## config.mk

```make
export PLATFORM = sky130hd
export DESIGN_NAME = rme_alu
export DESIGN_NICKNAME = d
export VERILOG_FILES = /design/src/hdl/rme_pkg.sv /design/src/hdl/rme_alu.sv
export SDC_FILE = /design/constraint.sdc
export NUM_CORES = 1
export LEC_CHECK = 0
export ABC_AREA = 0
export CORE_MARGIN = 2
export CORE_UTILIZATION = 30
export DETAILED_ROUTE_END_ITERATION = 10
export DONT_BUFFER_PORTS = 1
export GPL_ROUTABILITY_DRIVEN = 0
export PLACE_DENSITY = 0.5
export SYNTH_ARGS = -nofsm -noshare
export SYNTH_HDL_FRONTEND = slang
export SYNTH_SLANG_ARGS = --single-unit
```

## constraint.sdc

```tcl
create_clock -name vclk -period 7.55
set_input_delay 1.51 -clock vclk [all_inputs]
set_output_delay 1.51 -clock vclk [all_outputs]
set_load 0.02 [all_outputs]
```

## src/hdl/rme_pkg.sv

```systemverilog
// Shared definitions for the register machine executor.
// Opcodes, field widths and default sizes; no dependencies.
package rme_pkg;

   localparam int unsigned REG_COUNT     = 32;
   localparam int unsigned REG_IDX_W     = 5;
   localparam int unsigned WORD_W        = 32;
   localparam int unsigned BYTE_W        = 8;
   localparam int unsigned LANES         = 4;
   localparam int unsigned PROG_SIZE_W   = 17;
   localparam int unsigned DEF_MEM_BYTES = 131072;

   typedef enum logic [4:0] {
      OP_NOP = 5'd0,
      OP_ADD = 5'd1,
      OP_SUB = 5'd2,
      OP_AND = 5'd3,
      OP_OR  = 5'd4,
      OP_XOR = 5'd5,
      OP_NOT = 5'd6,
      OP_LSH = 5'd7,
      OP_ASH = 5'd8,
      OP_TCU = 5'd9,
      OP_TCS = 5'd10,
      OP_SET = 5'd11,
      OP_MOV = 5'd12,
      OP_LDW = 5'd13,
      OP_STW = 5'd14,
      OP_LDB = 5'd15,
      OP_STB = 5'd16,
      OP_BRK = 5'd17
   } opcode_type;

endpackage

```

## src/hdl/rme_alu.sv

```systemverilog
// Register-to-register datapath: arithmetic, logic, shifts, compares, SET, MOV.
// Uses opcode_type and widths from rme_pkg.
module rme_alu
   import rme_pkg::*;
(
   input  opcode_type        command,
   input  logic [WORD_W-1:0] operand_b,
   input  logic [WORD_W-1:0] operand_c,
   input  logic [BYTE_W-1:0] imm_low,
   input  logic [BYTE_W-1:0] imm_high,
   output logic [WORD_W-1:0] result
);

   logic              shift_left;
   logic [WORD_W-1:0] magnitude;
   logic [WORD_W-1:0] left_val;
   logic [WORD_W-1:0] lright_val;
   logic [WORD_W-1:0] aright_val;
   logic              sign_b;
   logic [WORD_W-1:0] tcu_val;
   logic [WORD_W-1:0] tcs_val;

   always_comb begin
      // positive amount shifts left; zero or negative shifts right by magnitude
      shift_left = (operand_c != '0) && !operand_c[WORD_W-1];
      magnitude  = '0 - operand_c;
      sign_b     = operand_b[WORD_W-1];
      left_val   = (operand_c >= WORD_W) ? '0 : (operand_b << operand_c[4:0]);
      lright_val = (magnitude >= WORD_W) ? '0 : (operand_b >> magnitude[4:0]);
      aright_val = (magnitude >= WORD_W) ? {WORD_W{sign_b}}
                 : WORD_W'($signed(operand_b) >>> magnitude[4:0]);

      if (operand_b > operand_c) begin
         tcu_val = WORD_W'(1);
      end else if (operand_b < operand_c) begin
         tcu_val = '1;
      end else begin
         tcu_val = '0;
      end

      if ($signed(operand_b) > $signed(operand_c)) begin
         tcs_val = WORD_W'(1);
      end else if ($signed(operand_b) < $signed(operand_c)) begin
         tcs_val = '1;
      end else begin
         tcs_val = '0;
      end
   end

   always_comb begin
      case (command)
         OP_ADD: result = operand_b + operand_c;
         OP_SUB: result = operand_b - operand_c;
         OP_AND: result = operand_b & operand_c;
         OP_OR:  result = operand_b | operand_c;
         OP_XOR: result = operand_b ^ operand_c;
         OP_NOT: result = ~operand_b;
         OP_LSH: result = shift_left ? left_val : lright_val;
         OP_ASH: result = shift_left ? left_val : aright_val;
         OP_TCU: result = tcu_val;
         OP_TCS: result = tcs_val;
         OP_SET: result = {{(WORD_W-2*BYTE_W){1'b0}}, imm_high, imm_low};
         OP_MOV: result = operand_b;
         default: result = '0;
      endcase
   end

endmodule

```

==> impl_metrics.ini <==
[logic_synthesis]
syn-num-nets = 1794
ys_seq_area_share_pct = 0
syn_area_um2 = 10200
synth_cells = 1608
avgSynthCellArea_um2 = 6.36
ys_types = 85
ys_warn_count = 0

[final_layout]
n_fill_cell = 3792
final_area_um2 = 10700
layout-drive-gt1-share_pct = 8.42
nFlopsAndLatches = 0
clkbuf_count = 0
syn2layout_area_growth_pct = 5.00
multi_input_area_um2 = 9380
nets = 1720
stdcell_count = 1981
area.sequential_um2 = 0
fin_util_pct = 32.0

[floorplan]
start_util_pct = 30.5
num_rows = 67
ios = 117
die-area_um2 = 35600
design.core.area_um2 = 33500
die-width_um = 189
dieHeight_um = 189

[sta]
fmax_mhz = 139
worst_slack_ns = 0.380
tightest_slew_ns = 1.31
hold_ws_ns = 3.33
period_share_pct = 95.0
maxSlewViolCount = 0
min_period_ns = 7.17
relSlewSlack_pct = 12.4
final-setup-viol-count = 0
hold_viol = 0
finalSetupTns_ns = 0
rsz0062_at_grt = false

[placement]
pre_cts_ws_ns = 0.601
dpl_cell_area_um2 = 10700
dp.cells = 1980
portBuffers = 0
dp_hpwl_um = 41300

[worst_setup_path]
cp_max_fo = 32
cp_num_buf_inv = 3
required_ns = 6.04
crit_path_start_kind = input pin
cp.arrival_ns = 5.66
worst_setup_path_end_kind = output port
slowest_delay_ns = 0.70
cp_cell_sequence = clkinv_1 -> ha_1 -> nor2_1 -> o211ai_1 -> a21oi_1 -> a211oi_1 -> o211ai_1 -> nor3_1 -> a41o_1 -> buf_4 -> a2111oi_0 -> o221ai_1 -> buf_4
critical-path-top-delay-family = compound AO/OA/AOI/OAI gates
crit_slowest_cell = a2111oi_0
crit_type = input pin to output port

[global_route]
globalRouteOverflowTotal = 0
grt_pass1_vias = 12400
grt_max_degree = 69
grt_pass1_wl_um = 78400
antenna_found_initial = 1
grt_use_total_pct = 28.3

[power]
comb_power_share_pct = 100.0
p_leak_nw = 4.33
p_sw_mw = 0.487
cellPowerDensity_nw_per_um2 = 70.8
power_mw = 0.761
ir_worst_vdd_uv = 28.6
swShare_pct = 63.9
p_clk_share_pct = 0
p_int_mw = 0.275
pwr-share-seq_pct = 0

[routing]
vias = 13300
vias_per_cell = 6.71
wirelength_um = 53100
final_antenna_net_count = 0
post_drt_wl_per_cell_um = 26.8
drtIter0Drc = 2091
dr.pass1.iters = 6
drc_errors = 0

[clocking]
cts_resized = 0
postCtsHoldBufs = 0
cts_setup_buffers = 0

[flow_run]
drv_cap = 0

[min_path]
holdCritPathClass = input pin to output port

[status]
status = finished, final reports clean
## layer usage
layer / up-vias / wire [µm] / global-route usage, %
li1: 5867 / - / -
met1: 6334 / 20600 / 36.9
met2: 886 / 23300 / 44.8
met3: 197 / 5990 / 5.61
met4: 0 / 3230 / 13.6
met5: - / 0 / 0
## area by class of cell
cell class                 instances  area share (%)
antenna                            1          0.0233
inverter                         102            3.56
multi-input combinational       1374            87.3
tap                              448            5.22
timing repair buffer              56            3.91
## power groups by stage
stage	Combinational [mW]	Clock [mW]	Sequential [mW]
final	0.761	0.0000000178	0
after global routing	0.814	0.0000000178	0
after CTS	0.736	0	0
after detailed placement	0.731	0	0
after global placement	0.732	0	0
after floorplan	0.544	0	0
## path summary, 6_finish.rpt
| kind | start | slack [ns] | endpoint | cells after the start |
|---|---|---|---|---|
| max | operand_c[4] | 0.38 | result[28] | 13 |
| min | imm_low[2] | 3.33 | result[2] | 3 |
## layout by cell type (no fill, tap or decap), types with 27 or more instances in the layout
cell type	n
a21oi_1	158
buf_4	56
ha_1	98
inv_1	99
mux2i_1	60
mux4_2	29
nand2_1	189
nand3_1	27
nor2_1	166
nor3_1	45
o211ai_1	27
o21ai_0	135
o22ai_1	40
## cell usage after synthesis, types with 5 or more instances
cell type  number  area share (%)
nor3_1         45             2.2
mux4_2         29             6.4
mux2i_1        60             5.9
nor2_1        167             6.1
clkbuf_1      113             4.1
a22oi_1         9            0.66
nand4_1        18             1.1
a221o_1        14             1.4
and3_1          7            0.43
a21o_1         16             1.2
o2111ai_1       9            0.77
a31oi_1        25             1.5
o211ai_1       27             2.0
o21bai_1       18             1.3
or3_1          11            0.67
inv_1          99             3.6
o21a_1          5            0.37
or2_2           5            0.31
a21oi_1       158             7.7
ha_1           99              12
a211oi_1       19             1.4
a221oi_1       21             1.8
and2_1         10            0.61
mux2_2          8            0.88
nand2_1       189             6.9
o311ai_1        6            0.51
o221ai_1        9            0.77
o22ai_1        40             2.4
buf_1          13            0.48
nor4_1         17             1.0
o211a_1         5            0.49
a311oi_1        6            0.51
buf_2           5            0.24
a31o_2          7            0.60
o31ai_1        10            0.73
o21ai_0       135             6.6
a211o_1         7            0.60
nor2b_1        12            0.73
nand3_1        27             1.3
a2111oi_0      21             1.8
xnor2_1        18             1.5
nand2b_1       12            0.73
## kinds of logic (layout without fill, tap and decap cells)
| logic type | after synthesis | after routing | share of synthesized area (%) |
|---|---|---|---|
| simple gates | 553 | 553 | 25.4 |
| compound gates | 603 | 603 | 38.5 |
| buf+inv | 234 | 158 | 8.72 |
| mux | 98 | 98 | 13.3 |
| fa+ha+maj | 101 | 101 | 12.5 |
| xor+xnor | 19 | 19 | 1.63 |
| other cells | 0 | 1 | 0 |
No activity file was read; power rests on OpenSTA's default activity.
